<file path="config.mk">
export PLATFORM = sky130hd
export DESIGN_NAME = gbsp_pick
export DESIGN_NICKNAME = d
export VERILOG_FILES = /design/src/rtl/grid_bucket_shortest_path_field_defines.svh /design/src/rtl/gbsp_pkg.sv /design/src/rtl/gbsp_pick.sv
export SDC_FILE = /design/constraint.sdc
export NUM_CORES = 1
export LEC_CHECK = 0
export ABC_AREA = 1
export BUFFER_PORTS_ARGS = -buffer_cell sky130_fd_sc_hd__clkbuf_2
export CORE_ASPECT_RATIO = 0.9
export CORE_UTILIZATION = 36
export DETAILED_ROUTE_END_ITERATION = 7
export MAX_ROUTING_LAYER = met4
export PLACE_DENSITY = 0.69
export SLEW_MARGIN = 20
export SYNTH_ARGS = -nofsm -noshare
export SYNTH_HDL_FRONTEND = slang
export SYNTH_SLANG_ARGS = --single-unit
</file>
<file path="constraint.sdc">
create_clock -name clk_i -period 2 [get_ports clk_i]
set_input_delay 0.1 -clock clk_i [delete_from_list [all_inputs] [get_ports clk_i]]
set_output_delay 0.1 -clock clk_i [all_outputs]
set_load 0.03 [all_outputs]
</file>
<file path="src/rtl/grid_bucket_shortest_path_field_defines.svh">
// ----------------------------------------------------------------------------
// grid bucket shortest path field assertion macros
// shared property forms for the assertions of the block
// ----------------------------------------------------------------------------
`ifndef GRID_BUCKET_SHORTEST_PATH_FIELD_DEFINES_SVH
`define GRID_BUCKET_SHORTEST_PATH_FIELD_DEFINES_SVH

// same-cycle implication
`define GBSP_ASSERT_IMPL(name, ante, cons, msg) \
  name: assert property (@(posedge clk_i) disable iff (!rst_ni) (ante) |-> (cons)) \
    else $error(msg);

// next-cycle implication
`define GBSP_ASSERT_NEXT(name, ante, cons, msg) \
  name: assert property (@(posedge clk_i) disable iff (!rst_ni) (ante) |=> (cons)) \
    else $error(msg);

`endif

</file>
<file path="src/rtl/gbsp_pkg.sv">
// ----------------------------------------------------------------------------
// gbsp_pkg
// types and codes of the grid shortest path field
// ----------------------------------------------------------------------------
package gbsp_pkg;

  localparam int DIST_W = 17;
  typedef logic [DIST_W-1:0] dist_t;
  typedef logic [DIST_W:0]   score_t;
  localparam dist_t DIST_UNREACH = 17'h1FFFF;

  typedef enum logic [1:0] {
    FN_LOAD    = 2'd0,
    FN_COMPUTE = 2'd1,
    FN_QUERY   = 2'd2,
    FN_NONE    = 2'd3
  } func_e;

  typedef enum logic [2:0] {
    DIR_NONE   = 3'd0,
    DIR_NEG_X  = 3'd1,
    DIR_NEG_Z  = 3'd2,
    DIR_POS_X  = 3'd3,
    DIR_POS_Z  = 3'd4,
    DIR_TARGET = 3'd5
  } dir_e;

  localparam logic [1:0] CFG_TARGET_X = 2'd0;
  localparam logic [1:0] CFG_TARGET_Z = 2'd1;

  // scan slots, numbered like the direction codes
  localparam logic [2:0] SLOT_CENTER = 3'd0;
  localparam logic [2:0] SLOT_NEG_X  = 3'd1;
  localparam logic [2:0] SLOT_NEG_Z  = 3'd2;
  localparam logic [2:0] SLOT_POS_X  = 3'd3;
  localparam logic [2:0] SLOT_POS_Z  = 3'd4;
  localparam logic [2:0] PHASE_LAST  = 3'd5;

  typedef enum logic [2:0] {
    ST_IDLE,
    ST_CLEAR,
    ST_TREAD,
    ST_TCHK,
    ST_SCAN,
    ST_WRITE,
    ST_FINISH
  } state_e;

  typedef struct packed {
    logic       start;
    logic       capture;
    logic [2:0] slot;
    logic       ok;
  } pick_ctl_t;

endpackage

</file>
<file path="src/rtl/gbsp_pick.sv">
// ----------------------------------------------------------------------------
// gbsp_pick
// running minimum of neighbor distance plus neighbor cost over one scan
// ----------------------------------------------------------------------------
module gbsp_pick #(
  parameter int KW = 5
) (
  input  logic                  clk_i,
  input  logic                  rst_ni,
  input  gbsp_pkg::pick_ctl_t   ctl_i,
  input  logic                  blocked_i,
  input  logic [KW-1:0]         cost_i,
  input  gbsp_pkg::dist_t       dist_i,
  output gbsp_pkg::score_t      best_score_o,
  output gbsp_pkg::dir_e        best_dir_o
);
  import gbsp_pkg::*;

  score_t score;
  logic   qualify;
  score_t best_q;
  dir_e   dir_q;

  assign score   = {1'b0, dist_i} + (DIST_W+1)'(cost_i);
  assign qualify = ctl_i.capture && ctl_i.ok && (ctl_i.slot != SLOT_CENTER) && !blocked_i
                   && (dist_i != DIST_UNREACH) && (score < best_q);

  always_ff @(posedge clk_i or negedge rst_ni) begin
    if (!rst_ni) begin
      best_q <= '1;
      dir_q  <= DIR_NONE;
    end else if (ctl_i.start) begin
      best_q <= '1;
      dir_q  <= DIR_NONE;
    end else if (qualify) begin
      best_q <= score;
      dir_q  <= dir_e'(ctl_i.slot);
    end
  end

  assign best_score_o = best_q;
  assign best_dir_o   = dir_q;

endmodule

</file>
==> summary.md, run 1 <==
| Metric | Value |
|---|---|
| Lkg Pwr | `1.89 nW` |
| Synthesized area | `between 2000 and 2500 um^2` |
| DP HPWL | `about 4800 um` |
| P per Cell Area | `about 500 nW/um^2` |
| CP Capture Type | `register` |
| Max Transition Viols Final | `0` |
| Worst relative slew slack | `52.9%` |
| Vias | `roughly 2500` |
| IO Count | `52` |
| Setup crit start kind | `input pin` |
| Core ar. | `~5700 um^2` |
| Critical path required time | `approximately 2100 ps` |
| Number of global-route vias before repair | `2436` |
| CTS Buf Count | `3` |
| Clock buffer depth | `2` |
| Setup violators final | `21` |
| Top-count cell post-synth | `nand2_1` |
| Final Util | `~59%` |
| Initial antenna violation count | `0` |
| Fin crit period | `2330 ps` |
| Wire per inst | `12.7 um` |
| CP max FO | `6` |
| Hold Path Class | `input pin to register` |
| Final WS setup | `-331 ps` |
| Chip width | `83.4 um` |
| Hold Vio Cnt, Final | `0` |
| H-Tree Depth | `1` |
| Maximum VDD drop | `roughly 0.00029 V` |
| Port Buffer Count | `between 50 and 60` |
| Area Growth Syn to Fin | `56.8%` |
| DRT Wirelength | `between 6000 and 7000 um` |
| Status | `complete, but fails checks` |
| Placer Congestion | `between 0.8 and 0.9` |
| Synth Area in Simple Gates | `about 44%` |
| Measured slew at the worst slew-check pin | `approximately 700 ps` |
| Starting density of the core | `a little under two fifths` |
| Yosys reg bits | `21` |
| CTS Sinks | `21` |
| # DRC | `0` |
| Antenna diodes | `0` |
| Post-Synth XOR/XNOR Area | `1.63%` |
| Adder-cell share of the synthesized area | `13.8%` |
| Multiplexer share of the synthesized area | `0%` |
| Die area | `~6300 um^2` |
| Compound-Gate Fraction of Synth Area | `~2.6%` |
| Cells after synthesis | `340` |
| Overall Global Routing Usage | `between 20% and 30%` |
| Global-route wire length before repair | `10800 um` |
| Violated checks | `negative setup slack` |
| Worst setup path class | `input pin to register` |
| Critical Path AT | `roughly 2500 ps` |
| Vias per inst | `~4.9` |
| Asr flop ratio synth | `100%` |
| CTS tree | `done` |
| Non-Filler Instances | `between 500 and 600` |
| Antenna-violating nets left | `0` |
| Distinct cells, synth | `26` |
| Root Driver | `clkbuf_8` |
| Synthesized netlist net count | `between 300 and 400` |
| Synth Flop Type | `dfstp_2` |
| 1st-pass router iterations | `4` |
| GR Overflow Total | `0` |
| Placed insts | `approximately 500` |
| Violation count after the first detailed-route iteration | `a little over 70` |
| Fmax | `~430 MHz` |
| Yosys warning count | `0` |
| Die H | `75.2 um` |
| Reg clk slew, reported paths | `about 70 ps` |
| Synth top cells by count | `124 x nand2_1, 58 x inv_1, 56 x nand3_1, 22 x ha_1, 18 x dfstp_2` |
| RSZ-0062 raised after global routing | `true` |
| Synth top area share | `between 20% and 30%` |
| Post-Syn Area per Cell | `~6.3 um^2` |
| Cell taking the most area after synthesis | `dfstp_2` |
| Largest family of logic cells by synthesized area | `simple AND/OR/NAND/NOR gates` |
| EDFF count, synth | `0` |
| Synth area leaders | `dfstp_2 22%, nand2_1 22%, nand3_1 13%` |
| Largest net degree at the start of global routing | `22` |
| Setup Skew | `between 6 and 7 ps` |
| Share of layout cells above drive strength 1 | `47.1%` |
| Max-Cap Viols | `0` |
| Final period util | `117%` |
| Worst skew pair latency | `around 260 ps` |
| Sequential fraction of the synthesis area | `around a quarter` |
| Row cnt | `26` |
| Fin nets | `505` |
==> repair_timing <==
| action | 4_1_cts | 5_1_grt |
|---|---|---|
| endpoints found under the setup margin | 21 | 21 |
| buffers inserted | 10 | 1 |
| hold buffers | 1 | 0 |
| gates resized for setup | 45 | 21 |
| gates cloned | 2 | 1 |
| endpoints found under the hold margin | 3 | 0 |
| pin swaps | 31 | 17 |
==> layout make-up <==
cell class / instances / area (um^2)
sequential: 21 / 548
clock buffer: 3 / 41.3
tap: 70 / 87.6
fill: 515 / 2360
inverter: 59 / 221
clock inverter: 1 / 5.00
timing repair buffer: 112 / 773
multi-input combinational: 254 / 1690
==> metrics by stage <==
stage / area (um^2) / worst slack, ps / total power [mW] / TNS (ps) / hold slack, ps
3_5_place_dp: 2910 / -666 / 1.27 / -13230 / 101
4_1_cts: 3320 / -324 / 1.65 / -6060 / 84.6
6_report: 3360 / -331 / 1.68 / -6030 / 93.1
3_3_place_gp: 2910 / -599 / 1.25 / -12130 / 98.7
5_1_grt: 3360 / -512 / 1.80 / -10040 / 122
2_1_floorplan: 2230 / -339 / 1.01 / -6510 / -196
==> worst paths after layout <==
kind	from	end	slack, ps	cells after the start
hold / removal	ctl_i[3]	best_dir_o[2]	90	3
max in group asynchronous	rst_ni	best_score_o[11]	1300	2
setup / recovery	cost_i[0]	best_dir_o[0]	-330	22
setup reg to reg	best_score_o[13]	best_dir_o[0]	-10	13
min in group asynchronous	rst_ni	best_dir_o[1]	340	2
hold reg to reg	best_score_o[15]	best_score_o[15]	480	2
==> per-layer routing <==
metal	global-route usage, %	routed length, um	vias up
li1	-	-	1291
met1	27.6	3070	1156
met2	38.7	3170	68
met3	1.97	258	14
met4	5.56	122	0
met5	-	0	-
==> critical path: stages <==
cell and delay, ps:
buf_6 80, ha_4 130, inv_2 30, fa_2 360, inv_2 60, nand3_2 70, nand2_4 100, nand2_2 70
nand2_2 90, nand2_1 70, nand2_2 70, nand2_2 70, ha_4 230, a21oi_2 110, nand2_1 70, nand2_1 70
nand3_2 100, nor2_4 150, nand2_4 140, buf_12 170, nand3_2 50, nand2_1 70
==> placed cells by master (no fill, tap or decap), drive strengths merged <==
cell type / count
nand3: 56
o21ai: 1
xor2: 2
dlygate4sd3: 1
dfrtp: 3
ha: 22
inv: 58
nand2: 128
dfstp: 18
nand3b: 3
clkinv: 2
nand4: 5
buf: 62
clkbuf: 52
or2: 1
nor3: 5
a21oi: 7
fa: 1
xnor2: 2
nor2: 19
a21o: 2
==> flip-flops by register name (all words and copies together), names as in the netlist <==
register      cells
best_dir_o        3
best_score_o     18
==> power breakdown <==
part | switching (mW) | internal, mW | total [mW]
clock network | 0.143 | 0.139 | 0.282
logic | 0.488 | 0.348 | 0.836
registers | 0.0499 | 0.509 | 0.559
==> kinds of logic (layout without fill, tap and decap cells) <==
logic type / after synthesis / in the layout
buffers and inverters: 66 / 175
XOR/XNOR: 4 / 4
flip-flops: 21 / 21
AND/OR/NAND/NOR: 216 / 217
adder cells (fa/ha/maj): 23 / 23
AO/OA/AOI/OAI: 10 / 10
(Power assumes the default switching activity.)
==> run 2, diff against run 1 <==
--- a/config.mk
+++ b/config.mk
@@ -8,10 +8,11 @@
 export ABC_AREA = 1
 export BUFFER_PORTS_ARGS = -buffer_cell sky130_fd_sc_hd__clkbuf_2
 export CORE_ASPECT_RATIO = 0.9
-export CORE_UTILIZATION = 36
+export CORE_UTILIZATION = 35
 export DETAILED_ROUTE_END_ITERATION = 7
 export MAX_ROUTING_LAYER = met4
-export PLACE_DENSITY = 0.69
+export PLACE_DENSITY = 0.68
+export RECOVER_POWER = 100
 export SLEW_MARGIN = 20
 export SYNTH_ARGS = -nofsm -noshare
 export SYNTH_HDL_FRONTEND = slang
==> summary.md, run 2 (synthesized netlist as in run 1, its figures left out) <==
| Metric | Value |
|---|---|
| Die area | `around 6400 um^2` |
| Post-DP Area | `2890 um^2` |
| Max-Cap Viols | `0` |
| Worst relative slew slack | `23.7%` |
| Lkg Pwr | `around 1.8 nW` |
| Max Transition Viols Final | `0` |
| Die H | `about 76 um` |
| Fmax | `about 440 MHz` |
| P per Cell Area | `approximately 500 nW/um^2` |
| DP HPWL | `about 4700 um` |
| Reg clk slew, reported paths | `80 ps` |
| Vias per inst | `around 4.7` |
| RSZ-0062 raised after global routing | `true` |
| Worst skew pair latency | `roughly 270 ps` |
| Fin crit period | `between 2000 and 2500 ps` |
| Critical Path AT | `2510 ps` |
| Port Buffer Count | `51` |
| 1st-pass router iterations | `6` |
| Placer Congestion | `roughly 0.86` |
| # DRC | `6` |
| Violation count after the first detailed-route iteration | `approximately 120` |
| Measured slew at the worst slew-check pin | `~1100 ps` |
| Most frequent cells in the layout | `105 x nand2_1, 55 x buf_4, 54 x inv_1` |
| Initial antenna violation count | `0` |
| Violated checks | `design-rule violations, negative setup slack` |
| Starting density of the core | `between 30% and 40%` |
| Hold path cells | `3` |
| Setup Skew | `~1.4 ps` |
| Logic pwr share | `between 40 and 50%` |
| P_int | `0.971 mW` |
| Area Growth Syn to Fin | `52.7%` |
| GR Util met1 | `between 20% and 30%` |
| Share of layout cells above drive strength 1 | `~39%` |
| Met3 usage | `between 1.5 and 2%` |
| Antenna diodes | `0` |
| Chip width | `roughly 85 um` |
| P_sw | `a little under 0.7 mW` |
| CTS Buf Count | `3` |
| Wire per inst | `about 12 um` |
| Hold Vio Cnt, Final | `0` |
| Met2 Resource Use GR | `approximately a third` |
| Fin area | `about 3300 um^2` |
| IO Count | `between 50 and 60` |
| Number of global-route vias before repair | `roughly 2400` |
| Final WS setup | `-295 ps` |
| Sw Share | `~41%` |
| Sequential Power Share | `roughly 34%` |
| Row cnt | `26` |
| Pre-CTS setup slack | `-645 ps` |
| Antenna-violating nets left | `0` |
| Max reg flops | `18` |
| Root Driver | `clkbuf_8` |
| DRT Wirelength | `6400 um` |
| Core ar. | `around 5800 um^2` |
| Fin nets | `504` |
| CP max FO | `5` |
| Setup violators final | `21` |
| Worst R2R Path Depth | `13` |
| Clock buffer depth | `2` |
| Worst setup path class | `input pin to register` |
| Commonest non-fill, non-tap cell in the layout | `nand2_1` |
| Overall Global Routing Usage | `between 20% and 30%` |
| Hold Path Class | `input pin to register` |
| Status | `complete, but fails checks` |
| Setup crit start kind | `input pin` |
| CP Capture Type | `register` |
| Global-route wire length before repair | `roughly 11000 um` |
| Most used routing layer | `met2` |
| Final period util | `115%` |
| H-Tree Depth | `1` |
| GR Overflow Total | `0` |
| Largest net degree at the start of global routing | `44` |
| CTS tree | `done` |
| CTS Sinks | `21` |
| Clock power frac | `between 10% and 20%` |
| Critical path required time | `2220 ps` |
| Vias | `approximately 2500` |
| Maximum VDD drop | `~0.00019 V` |
==> run 2: path summary, 6_finish.rpt <==
check                                      start                to  slack, ps
min in group asynchronous                 rst_ni     best_dir_o[0]        570
worst max-delay path                   cost_i[0]  best_score_o[14]       -290
max in group asynchronous                 rst_ni     best_dir_o[1]        750
worst min-delay path                    ctl_i[1]     best_dir_o[0]         70
worst max register to register  best_score_o[11]   best_score_o[7]         40
worst min register to register  best_score_o[15]  best_score_o[15]        480
==> run 2: area by class of cell <==
cell class | instances | area, um^2
tap | 70 | 87.6
clock inverter | 1 | 5.00
clock buffer | 3 | 41.3
fill | 587 | 2510
timing repair buffer | 111 | 716
multi-input combinational | 254 | 1660
sequential | 21 | 548
inverter | 59 | 221
==> run 2: repair_timing <==
| action | in CTS | in global routing |
|---|---|---|
| cloned | 1 | 0 |
| pin swaps | 29 | 27 |
| endpoints found under the setup margin | 21 | 21 |
| gates resized for setup | 29 | 29 |
| hold buffers | 1 | 0 |
| endpoints found under the hold margin | 3 | 0 |
| setup buffers | 11 | 0 |
==> run 2: through the flow <==
| stage | hold WS, ps | TNS [ps] | power (mW) | util [%] | cells |
|---|---|---|---|---|---|
| 6_report | 75.0 | -5750 | 1.65 | 56.6 | 519 |
| 5_1_grt | 91.0 | -8950 | 1.77 | 56.6 | 519 |
| 4_1_cts | 79.7 | -5440 | 1.63 | 55.0 | 519 |
| 3_5_place_dp | 107 | -13070 | 1.27 | 49.9 | 502 |
| 3_3_place_gp | 99.1 | -12160 | 1.25 | 49.9 | 502 |
| 2_1_floorplan | -196 | -6510 | 1.01 | - | 340 |
==> run 2: power groups by stage <==
stage	combinational [mW]	clock (mW)	sequential [mW]
after CTS	0.775	0.299	0.552
after detailed placement	0.709	0	0.558
final	0.800	0.298	0.554
after global placement	0.694	0	0.557
after floorplan	0.355	0	0.652
after global routing	0.890	0.316	0.563
==> run 2: per-layer routing <==
layer | vias to the layer above | wire length (um)
met2 | 73 | 3000
met1 | 1085 | 2890
met4 | 0 | 162
met5 | - | 0
li1 | 1291 | -
met3 | 15 | 339
==> run 2: worst max-delay path, stage by stage <==
cell	delay, ps
buf_6	80
ha_4	120
inv_2	30
fa_2	360
inv_2	60
nand3_2	70
nand2_4	120
nand2_4	70
nand2_4	80
nand2_1	50
nand2_1	70
nand2_2	70
buf_4	130
buf_4	120
buf_4	120
buf_4	120
buf_4	130
buf_4	130
buf_4	120
buf_4	120
nand2_2	70
nand2_2	70
nand2_2	70
